--- config.mk ---
export PLATFORM = sky130hd
export DESIGN_NAME = dcws_div
export DESIGN_NICKNAME = d
export VERILOG_FILES = /design/src/sv/dcws_pkg.sv /design/src/sv/dcws_div.sv
export SDC_FILE = /design/constraint.sdc
export NUM_CORES = 1
export LEC_CHECK = 0
export BUFFER_PORTS_ARGS = -buffer_cell sky130_fd_sc_hd__buf_2
export CORE_UTILIZATION = 40
export DETAILED_ROUTE_END_ITERATION = 16
export HOLD_SLACK_MARGIN = 0.02
export PLACE_DENSITY = 0.57
export SLEW_MARGIN = 20
export SYNTH_ARGS = -nofsm -noshare
export SYNTH_HDL_FRONTEND = slang
export SYNTH_SLANG_ARGS = --single-unit
--- constraint.sdc ---
create_clock -name clk -period 4.1 [get_ports clk]
set_clock_uncertainty 0.15 [all_clocks]
set_input_delay 0.205 -clock clk [delete_from_list [all_inputs] [get_ports clk]]
set_output_delay 0.205 -clock clk [all_outputs]
set_load 0.01 [all_outputs]
--- src/sv/dcws_pkg.sv ---
package dcws_pkg;

	localparam int TABLE_DEPTH_DEF = 1024;

	// Configuration values after reset.
	localparam logic [9:0]  MIN_DIST_RST = 10'd70;
	localparam logic [9:0]  SPAN_RST     = 10'd320;
	localparam logic [9:0]  MAX_VOL_RST  = 10'd1000;
	localparam logic [10:0] MIN_FREQ_RST = 11'd20;
	localparam logic [10:0] MAX_FREQ_RST = 11'd1200;
	localparam logic [7:0]  RATE_RST     = 8'd48;
	localparam logic [10:0] WAVE_LEN_RST = 11'd1000;

	// Oscillator state after reset.
	localparam logic [23:0] STEP_RST   = 24'd131072;
	localparam logic [9:0]  VOLUME_RST = 10'd500;

	localparam logic [23:0] STEP_MAX = 24'hFFFFFF;
	localparam int          DAC_MID  = 2048;
	localparam int          DAC_MAX  = 4095;
	localparam int          PHASE_FRAC_W = 16;

	// Shift-add multiplier and restoring divider widths.
	localparam int MUL_A_W = 27;
	localparam int MUL_B_W = 13;
	localparam int MUL_P_W = MUL_A_W + MUL_B_W;
	localparam int DIV_N_W = 48;
	localparam int DIV_D_W = 28;
	localparam int DIV_C_W = $clog2(DIV_N_W + 1);

	typedef enum logic [2:0] {
		CFG_MIN_DIST = 3'd0,
		CFG_SPAN     = 3'd1,
		CFG_MAX_VOL  = 3'd2,
		CFG_MIN_FREQ = 3'd3,
		CFG_MAX_FREQ = 3'd4,
		CFG_RATE     = 3'd5,
		CFG_WAVE_LEN = 3'd6
	} cfg_idx_t;

	typedef enum logic [1:0] {
		MODE_TICK  = 2'd0,
		MODE_VOL   = 2'd1,
		MODE_PITCH = 2'd2,
		MODE_WRITE = 2'd3
	} mode_t;

	typedef enum logic [3:0] {
		ST_IDLE,
		ST_SQ_D,
		ST_SQ_S,
		ST_VOL_MUL,
		ST_VOL_DIV,
		ST_P_MUL1,
		ST_P_MUL2,
		ST_P_LIM,
		ST_P_DEN,
		ST_P_DIV,
		ST_T_MOD,
		ST_T_RD,
		ST_T_MUL,
		ST_T_DIV,
		ST_DONE
	} state_t;

endpackage

--- src/sv/dcws_div.sv ---
// Restoring divider: one quotient bit per cycle. The dividend is left aligned and
// only its top n bits take part.
module dcws_div (
	input  logic                         clk,
	input  logic                         arst_n,
	input  logic                         start,
	input  logic [dcws_pkg::DIV_N_W-1:0] dividend,
	input  logic [dcws_pkg::DIV_D_W-1:0] divisor,
	input  logic [dcws_pkg::DIV_C_W-1:0] n,
	output logic                         done,
	output logic [dcws_pkg::DIV_N_W-1:0] quotient,
	output logic [dcws_pkg::DIV_D_W-1:0] remainder
);
	logic                         busy_q;
	logic                         done_q;
	logic [dcws_pkg::DIV_C_W-1:0] cnt_q;
	logic [dcws_pkg::DIV_N_W-1:0] num_q;
	logic [dcws_pkg::DIV_D_W-1:0] den_q;
	logic [dcws_pkg::DIV_D_W-1:0] rem_q;
	logic [dcws_pkg::DIV_N_W-1:0] quo_q;
	logic [dcws_pkg::DIV_D_W:0]   trial;
	logic                         fits;

	assign trial = {rem_q, num_q[dcws_pkg::DIV_N_W-1]};
	assign fits  = trial >= {1'b0, den_q};

	always_ff @(posedge clk or negedge arst_n) begin
		if (!arst_n) begin
			busy_q <= 1'b0;
			done_q <= 1'b0;
			cnt_q  <= '0;
		end else begin
			done_q <= 1'b0;
			if (start && !busy_q) begin
				busy_q <= 1'b1;
				cnt_q  <= n;
			end else if (busy_q) begin
				cnt_q <= cnt_q - 1'b1;
				if (cnt_q == dcws_pkg::DIV_C_W'(1)) begin
					busy_q <= 1'b0;
					done_q <= 1'b1;
				end
			end
		end
	end

	always_ff @(posedge clk) begin
		if (start && !busy_q) begin
			num_q <= dividend;
			den_q <= divisor;
			rem_q <= '0;
			quo_q <= '0;
		end else if (busy_q) begin
			num_q <= num_q << 1;
			if (fits) begin
				rem_q <= dcws_pkg::DIV_D_W'(trial - {1'b0, den_q});
			end else begin
				rem_q <= trial[dcws_pkg::DIV_D_W-1:0];
			end
			quo_q <= {quo_q[dcws_pkg::DIV_N_W-2:0], fits};
		end
	end

	assign done      = done_q;
	assign quotient  = quo_q;
	assign remainder = rem_q;
endmodule

==> reports/results.txt <==
Status - finished clean
Final Setup Violations - 0
Core Footprint - 0.01883 sq mm
GPL Wtd Cong - 0.8214
RSZ-0062 raised after global routing - no
Cell Area, Synth - 0.007750 sq mm
Critical path peak fanout - 21
Critical setup path kind - reg -> reg
Worst hold stages - 4
Period utilisation layout - 82.66%
Clock Path Buffers - 2
CTS tree - done
Initial drt markers - 289
CTS H-Tree Depth - 4
Diode count - 0
First-pass GRT wire length - 29,790 um
DIE WIDTH - 141.2 um
Num CTS Buffers - 17
Largest area contributor in the netlist - edfxtp_1
Synth warn - 0
Placement Setup Slack - 0.7576 ns
Most frequent cells after synthesis - nand2_1 (125), dfxtp_1 (76), edfxtp_1 (76)
Top-count cell post-synth - nand2_1
Unique masters post-synth - 66
GRT Total Usage - 19.02%
Area contributors post-synth - edfxtp_1 (29%), dfxtp_1 (20%), mux2_2 (6.8%)
DR vias/cell - 4.863
Port Buffers - 161
Largest net degree at the start of global routing - 65
Placed cell area - 0.008801 sq mm
Residual DRC count - 0
# rows - 50
Number of global-route vias before repair - 5,839
Avg Cell Area, Syn - 10.43 sq um
Primary FF master, synth - edfxtp_1
Post-CTS sizing - 0
Top Ports - 162
Least-Margin Pin Slew - 0.9928 ns
Post-synth ARST share - 5.000%
Max Freq - 295.1 MHz
Minimum clock period - 3.389 ns
Top-area cell type share of the netlist area - 29.45%
Die height - 141.2 um
Vias - 6,088
Initial Util - 41.16%
Critical Path Sink Type - flip-flop
Fin nets - 1,095
Reported max-cap violation count - 0
WL final - 18,650 um
CP startpoint kind - flip-flop
P&R area growth vs syn - 31.77%
Pwr Density - 761.7 mW/mm^2
TNS Setup - 0 ns
Mapped Nets - 859
WP data required - 4.22 ns
Synthesized flop and latch total - 160
Reg clk slew, reported paths - 0.07 ns
Fraction of layout cells with a size suffix above 1 - 27.32%
Worst vdd ir - 367.2 uV
Clk root buf - clkbuf_16
Post-synthesis sequential area ratio - 51.66%
Final ANT Viol Nets - 0
Initial antenna violation count - 0
Total grt overflow - 0
FF-to-FF path depth - 11
DPL Wire Length - 12,140 um
Fin. Hold Viols - 0
Fin area - 0.01021 sq mm
Final setup margin - 0.7108 ns
Skew-Pair Late Insertion Delay - 0.42 ns
Full die area - 0.01994 sq mm
Relative slew slack - 33.72%
Number of synthesized flops with an enable pin - 76
Fin. max-slew vios - 0
Worst hold path type - in -> reg
Leakage - 4.500 nW
Clock sink total - 160
Mapped Cells - 743
Routed wire per std cell - 14.90 um
Critical Path AT - 3.51 ns
Drt first pass iters - 4
==> what timing repair did <==
item                                    4_1_cts  5_1_grt
endpoints found under the setup margin        0        0
hold endpoints to repair                     90        0
buffers inserted                              0        0
hold buffers                                 84        0
==> worst max-delay path, stage by stage (launching register included) <==
cell and delay (ns):
edfxtp_1 0.32, inv_1 0.04, ha_1 0.35, inv_1 0.10, nor4b_4 0.32, o311ai_2 0.22, a211oi_2 0.40, a21oi_2 0.15
o21ai_4 0.42, buf_4 0.43, mux2i_1 0.23, o22ai_1 0.09
==> metrics by stage <==
step	hold WS, ns	power (mW)	cells	util, %
after floorplan	-0.2406	5.209	743	-
after global placement	-0.08742	6.138	1136	46.74
after detailed placement	-0.08768	6.176	1136	46.74
after CTS	0.04686	7.827	1252	54.23
after global routing	0.07640	8.340	1252	54.23
final	0.05959	7.779	1252	54.23
==> placed cells by master, fill, tap and decap left out, types with 10 or more instances in the layout <==
master	netlist	layout
xnor2_1	18	18
dfxtp_1	76	76
mux2_2	47	47
dlygate4sd3_1	0	84
edfxtp_1	76	76
nor2_1	29	27
o21ai_0	62	62
a21o_1	10	10
clkbuf_16	0	17
mux2i_1	24	24
nand3_1	10	10
buf_2	2	161
inv_1	43	42
a21oi_1	20	20
o21ai_1	19	19
ha_1	30	30
nand2b_1	19	19
nand2_1	125	125
==> area by class of cell <==
type	instances	area, sq um
inverters	44	165.2
clock buffers	18	439.2
multi-input cells	504	3435
flip-flops and latches	160	4005
well taps	260	325.3
fillers	1689	8618
clock inverters	14	131.4
repair buffers	252	1712
==> routing by layer <==
layer  share of wire, %  global-route usage [%]  vias to the layer above
met2                 44                   29.18                      130
li1                   -                       -                     3104
met5                  0                       0                        -
met4               0.86                   4.519                        0
met1                 50                   26.29                     2842
met3                4.8                   5.571                       12
==> worst paths after layout <==
check	start	to	slack [ns]
setup / recovery	den_q[8]	remainder[10]	0.71
min in group asynchronous	arst_n	cnt_q[4]	0.64
setup reg to reg	den_q[8]	remainder[10]	0.71
hold reg to reg	quotient[47]	quotient[47]	0.32
max in group asynchronous	arst_n	busy_q	2.85
hold / removal	start	remainder[11]	0.06
==> power by group <==
group,switching [mW],internal (mW)
clock network,0.726,0.845
logic,1.78,1.55
registers,0.449,2.43
==> sequential cells by signal (all words and copies together), names as in the netlist <==
name       cells
den_q         28
remainder     28
busy_q         1
done           1
num_q         48
quotient      48
cnt_q          6
==> cells by family after synthesis <==
kind of cell	synth area share, %
simple gates	12.37
compound gates	13.97
xor+xnor	2.825
flops	51.66
mux	9.929
fa+ha+maj	5.102
buf+inv	4.149
No activity file was read; power rests on OpenSTA's default activity.
