**config.mk**
```make
export PLATFORM = sky130hd
export DESIGN_NAME = dcws_mul
export DESIGN_NICKNAME = d
export VERILOG_FILES = /design/src/sv/dcws_pkg.sv /design/src/sv/dcws_mul.sv
export SDC_FILE = /design/constraint.sdc
export NUM_CORES = 1
export LEC_CHECK = 0
export BUFFER_PORTS_ARGS = -buffer_cell sky130_fd_sc_hd__buf_2
export CELL_PAD_IN_SITES_DETAIL_PLACEMENT = 1
export CELL_PAD_IN_SITES_GLOBAL_PLACEMENT = 1
export CORE_MARGIN = 1
export CORE_UTILIZATION = 45
export DETAILED_ROUTE_END_ITERATION = 8
export PLACE_DENSITY = 0.86
export REMOVE_ABC_BUFFERS = 1
export SETUP_SLACK_MARGIN = 0.05
export SYNTH_ARGS = -nofsm -noshare
export SYNTH_HDL_FRONTEND = slang
export SYNTH_SLANG_ARGS = --single-unit
```
**constraint.sdc**
```tcl
create_clock -name clk -period 5 [get_ports clk]
set_input_delay 1 -clock clk [delete_from_list [all_inputs] [get_ports clk]]
set_output_delay 1 -clock clk [all_outputs]
set_load 0.01 [all_outputs]
```
**src/sv/dcws_pkg.sv**
```systemverilog
package dcws_pkg;

	localparam int TABLE_DEPTH_DEF = 1024;

	// Configuration values after reset.
	localparam logic [9:0]  MIN_DIST_RST = 10'd70;
	localparam logic [9:0]  SPAN_RST     = 10'd320;
	localparam logic [9:0]  MAX_VOL_RST  = 10'd1000;
	localparam logic [10:0] MIN_FREQ_RST = 11'd20;
	localparam logic [10:0] MAX_FREQ_RST = 11'd1200;
	localparam logic [7:0]  RATE_RST     = 8'd48;
	localparam logic [10:0] WAVE_LEN_RST = 11'd1000;

	// Oscillator state after reset.
	localparam logic [23:0] STEP_RST   = 24'd131072;
	localparam logic [9:0]  VOLUME_RST = 10'd500;

	localparam logic [23:0] STEP_MAX = 24'hFFFFFF;
	localparam int          DAC_MID  = 2048;
	localparam int          DAC_MAX  = 4095;
	localparam int          PHASE_FRAC_W = 16;

	// Shift-add multiplier and restoring divider widths.
	localparam int MUL_A_W = 27;
	localparam int MUL_B_W = 13;
	localparam int MUL_P_W = MUL_A_W + MUL_B_W;
	localparam int DIV_N_W = 48;
	localparam int DIV_D_W = 28;
	localparam int DIV_C_W = $clog2(DIV_N_W + 1);

	typedef enum logic [2:0] {
		CFG_MIN_DIST = 3'd0,
		CFG_SPAN     = 3'd1,
		CFG_MAX_VOL  = 3'd2,
		CFG_MIN_FREQ = 3'd3,
		CFG_MAX_FREQ = 3'd4,
		CFG_RATE     = 3'd5,
		CFG_WAVE_LEN = 3'd6
	} cfg_idx_t;

	typedef enum logic [1:0] {
		MODE_TICK  = 2'd0,
		MODE_VOL   = 2'd1,
		MODE_PITCH = 2'd2,
		MODE_WRITE = 2'd3
	} mode_t;

	typedef enum logic [3:0] {
		ST_IDLE,
		ST_SQ_D,
		ST_SQ_S,
		ST_VOL_MUL,
		ST_VOL_DIV,
		ST_P_MUL1,
		ST_P_MUL2,
		ST_P_LIM,
		ST_P_DEN,
		ST_P_DIV,
		ST_T_MOD,
		ST_T_RD,
		ST_T_MUL,
		ST_T_DIV,
		ST_DONE
	} state_t;

endpackage

```
**src/sv/dcws_mul.sv**
```systemverilog
// Shift-add multiplier: one multiplier bit per cycle, LSB first.
module dcws_mul (
	input  logic                         clk,
	input  logic                         arst_n,
	input  logic                         start,
	input  logic [dcws_pkg::MUL_A_W-1:0] a,
	input  logic [dcws_pkg::MUL_B_W-1:0] b,
	output logic                         done,
	output logic [dcws_pkg::MUL_P_W-1:0] prod
);
	localparam int CNT_W = $clog2(dcws_pkg::MUL_B_W + 1);

	logic                         busy_q;
	logic                         done_q;
	logic [CNT_W-1:0]             cnt_q;
	logic [dcws_pkg::MUL_P_W-1:0] a_q;
	logic [dcws_pkg::MUL_B_W-1:0] b_q;
	logic [dcws_pkg::MUL_P_W-1:0] acc_q;

	always_ff @(posedge clk or negedge arst_n) begin
		if (!arst_n) begin
			busy_q <= 1'b0;
			done_q <= 1'b0;
			cnt_q  <= '0;
		end else begin
			done_q <= 1'b0;
			if (start && !busy_q) begin
				busy_q <= 1'b1;
				cnt_q  <= CNT_W'(dcws_pkg::MUL_B_W);
			end else if (busy_q) begin
				cnt_q <= cnt_q - 1'b1;
				if (cnt_q == CNT_W'(1)) begin
					busy_q <= 1'b0;
					done_q <= 1'b1;
				end
			end
		end
	end

	always_ff @(posedge clk) begin
		if (start && !busy_q) begin
			a_q   <= dcws_pkg::MUL_P_W'(a);
			b_q   <= b;
			acc_q <= '0;
		end else if (busy_q) begin
			if (b_q[0]) begin
				acc_q <= acc_q + a_q;
			end
			a_q <= a_q << 1;
			b_q <= b_q >> 1;
		end
	end

	assign done = done_q;
	assign prod = acc_q;
endmodule

```
==> results.toml <==
[pwr]
intPower_uw = 3060
switching_share = 0.459
p_sw_uw = 2600
power_density_nw_per_um2 = 840
ir_worst_vdd_mv = 0.287
seq_power_share = 0.278
p_comb_frac = 0.576
p_leak_uw = 0.00321
clockPowerShare = 0.146

[clock_tree]
h-tree-depth = 3
cts_max_path_buffers = 2
ctsRootBufferMaster = "clkbuf_16"
cts.sinks = 99
hold_buffers = 0
clkLatencyLatePin_ns = 0.37
postCtsSetupBuffers = 0
cts_made_buffers = 9
clk_pin_slew_ns = 0.07
cts_resized = 0
cts_tree = "built"

[job]
max_cap_viol_count = 0

[logic_synthesis]
synth-main-ff-cell = "dfxtp_1"
syn_inst = 699
avgSynthCellArea_um2 = 8.37
syn_area_um2 = 5850
ys_ff_latch = 99
synth.distinct_cells = 55
yosys_warnings = 0
synth_edf_count = 40
async_flop_share = 0.0606
yosysSeqAreaShare = 0.412

[layout]
num_antenna_cells = 0
nNetsFinal = 847
area_growth_pct = 15.3
nFillCells = 1568
drive_gt1_frac = 0.155

[place]
routabilityCongestion = 0.863
dp_hpwl_um = 11600
portBuffers = 83
dpl_worst_slack_ns = 2.12

[die]
ios = 84
dieWidth_um = 116
std_cell_rows = 41
initial_core_util = 0.462
fp.dieArea_um2 = 13500
core_region_area_um2 = 12700
die_y_um = 116

[worst_setup_path]
crit_chain = "ha_1, a21o_2, a221oi_2, o211ai_2, a21o_2, a31oi_1, o21ai_0, and3_1, nor3_1"
critPathMostFrequentCell = "a21o_2"
worstSetupPathType = "flop to flop"
cp_data_arrival_time_ns = 3.25
cp_slowest_cell = "a221oi_2"
slowest_delay_ns = 0.47
critPathCaptureType = "flop"
critPathMaxFanout = 5
crit_required_ns = 5.28
critPathLaunchType = "flop"

[timing]
tightest_slew_ns = 0.660
maxSlewViolCount = 0
finalHoldViolations = 0
max_freq_mhz = 337
whs_ns = 0.442
period_needed_ns = 2.97
setup_ws_ns = 2.03
fin_skew_ns = 0.00511
rsz0062_at_grt = "false"
setup_viol = 0
finalSetupTns_ns = 0
maxSlewHeadroom = 0.560
fin_crit_sh = 0.594

[detailed_routing]
final_antenna_net_count = 0
totalWireLength_um = 16500
vias = 5179
wl_per_cell_um = 17.6
vias_per_cell = 5.52
first_pass_iters = 4
first_iter_violations = 263
remaining_drc_errors = 0

[global_route]
antenna_found_initial = 0
grt_pass1_wl_um = 27000
grt.overflow.total = 0
grt_pass1_vias = 5449
grt_max_degree = 58
groute.usage.overall = 0.262

[hold_path]
hp-class = "input port to async pin"

[outcome]
status = "finished clean"
## logic make-up after synthesis
family	count (synthesis)	share of synthesized area
AO/OA/AOI/OAI	180	0.194
XOR/XNOR	37	0.0554
adder cells (fa/ha/maj)	42	0.0911
buffers and inverters	52	0.0334
flip-flops	99	0.412
multiplexers	2	0.00342
AND/OR/NAND/NOR	287	0.210
## through the flow
stage	area [um^2]	cells	utilization	total power, uW
detailed placement	6400	923	0.505	4790
floorplan	5710	661	-	3840
finish	6740	939	0.532	5660
CTS	6740	939	0.532	5680
global placement	6400	923	0.505	4600
global route	6740	939	0.532	6120
## power by group through the flow
stage / Clock, uW / Combinational, uW / Sequential, uW
2_1_floorplan: 0 / 2230 / 1600
3_3_place_gp: 0 / 3040 / 1560
4_1_cts: 842 / 3270 / 1580
5_1_grt: 869 / 3630 / 1620
6_report: 827 / 3260 / 1570
3_5_place_dp: 0 / 3210 / 1590
## cell usage in the layout, fill, tap and decap left out, types with 2 or more instances in the layout
cell,n
a21boi_0,2
a21o_1,23
a21o_2,2
a21oi_1,59
a21oi_2,2
a2bb2oi_1,2
a311oi_1,3
a31oi_1,4
and2_1,3
and3_1,6
buf_2,83
buf_4,7
bufinv_16,3
clkbuf_16,9
dfrtp_1,6
dfxtp_1,53
edfxtp_1,40
ha_1,41
inv_1,14
inv_6,2
mux2i_1,2
nand2_1,204
nand2b_1,16
nand3_1,13
nand4_1,6
nand4b_1,3
nor2_1,19
nor3_1,9
o21a_1,5
o21ai_0,54
o21ai_1,3
o21bai_1,3
o31ai_1,3
xnor2_1,20
xor2_1,17
## worst paths after layout
kind,cells past startpoint,from,slack [ns],to
worst max-delay path,9,a_q[3],2.03,prod[31]
worst min-delay path,1,arst_n,0.44,cnt_q[2]
worst max register to register,9,a_q[3],2.03,prod[31]
worst min register to register,1,prod[39],0.47,prod[39]
max in group asynchronous,1,arst_n,4.42,cnt_q[1]
min in group clk,1,prod[39],0.47,prod[39]
## Yosys cell counts (2+ instances only)
cell	n	area, um^2
a31oi_1	4	25.0
nor2_1	19	71.3
clkbuf_1	36	135
and3_1	6	37.5
a21o_1	23	173
xor2_1	17	149
a2bb2oi_1	2	17.5
nand2b_1	16	100
o21bai_1	3	22.5
edfxtp_1	40	1200
o31ai_1	3	22.5
a21oi_2	2	17.5
inv_1	14	52.6
and2_1	3	18.8
xnor2_1	20	175
o21ai_0	54	270
a311oi_1	3	26.3
a21o_2	2	17.5
nand3_1	13	65.1
o21ai_1	3	15.0
dfxtp_1	53	1060
dfrtp_1	6	150
nand4_1	6	37.5
nor3_1	9	45.0
mux2i_1	2	20.0
nor2b_1	2	12.5
ha_1	41	513
a21oi_1	59	295
buf_1	2	7.51
a21boi_0	2	15.0
nand2_1	204	766
o21a_1	5	37.5
nand4b_1	3	26.3
## worst max-delay path, delay by kind of cell, from the launching register on
family	cells	cell delay, ns
flops	1	0.39
compound gates	6	1.72
fa+ha+maj	1	0.36
simple gates	2	0.41
## layer usage
layer,track usage,vias to the layer above,share of wire
li1,-,2548,-
met1,0.319,2526,0.45
met3,0.0612,15,0.034
met2,0.463,90,0.50
met4,0.0658,0,0.011
met5,0,-,0
## sequential cells by signal (all words and copies together) (netlist names)
register / flops
cnt_q: 4
b_q: 13
a_q: 40
prod: 40
done: 1
busy_q: 1
## final cells by class
cell class | count | area, um^2 | share of cell area
Multi-Input combinational cell | 548 | 3250 | 0.482
Sequential cell | 99 | 2410 | 0.358
Timing Repair Buffer | 90 | 468 | 0.0694
Clock buffer | 9 | 225 | 0.0334
Tap cell | 172 | 215 | 0.0319
Clock inverter | 7 | 123 | 0.0182
Inverter | 14 | 52.6 | 0.00779
(Power assumes the default switching activity.)
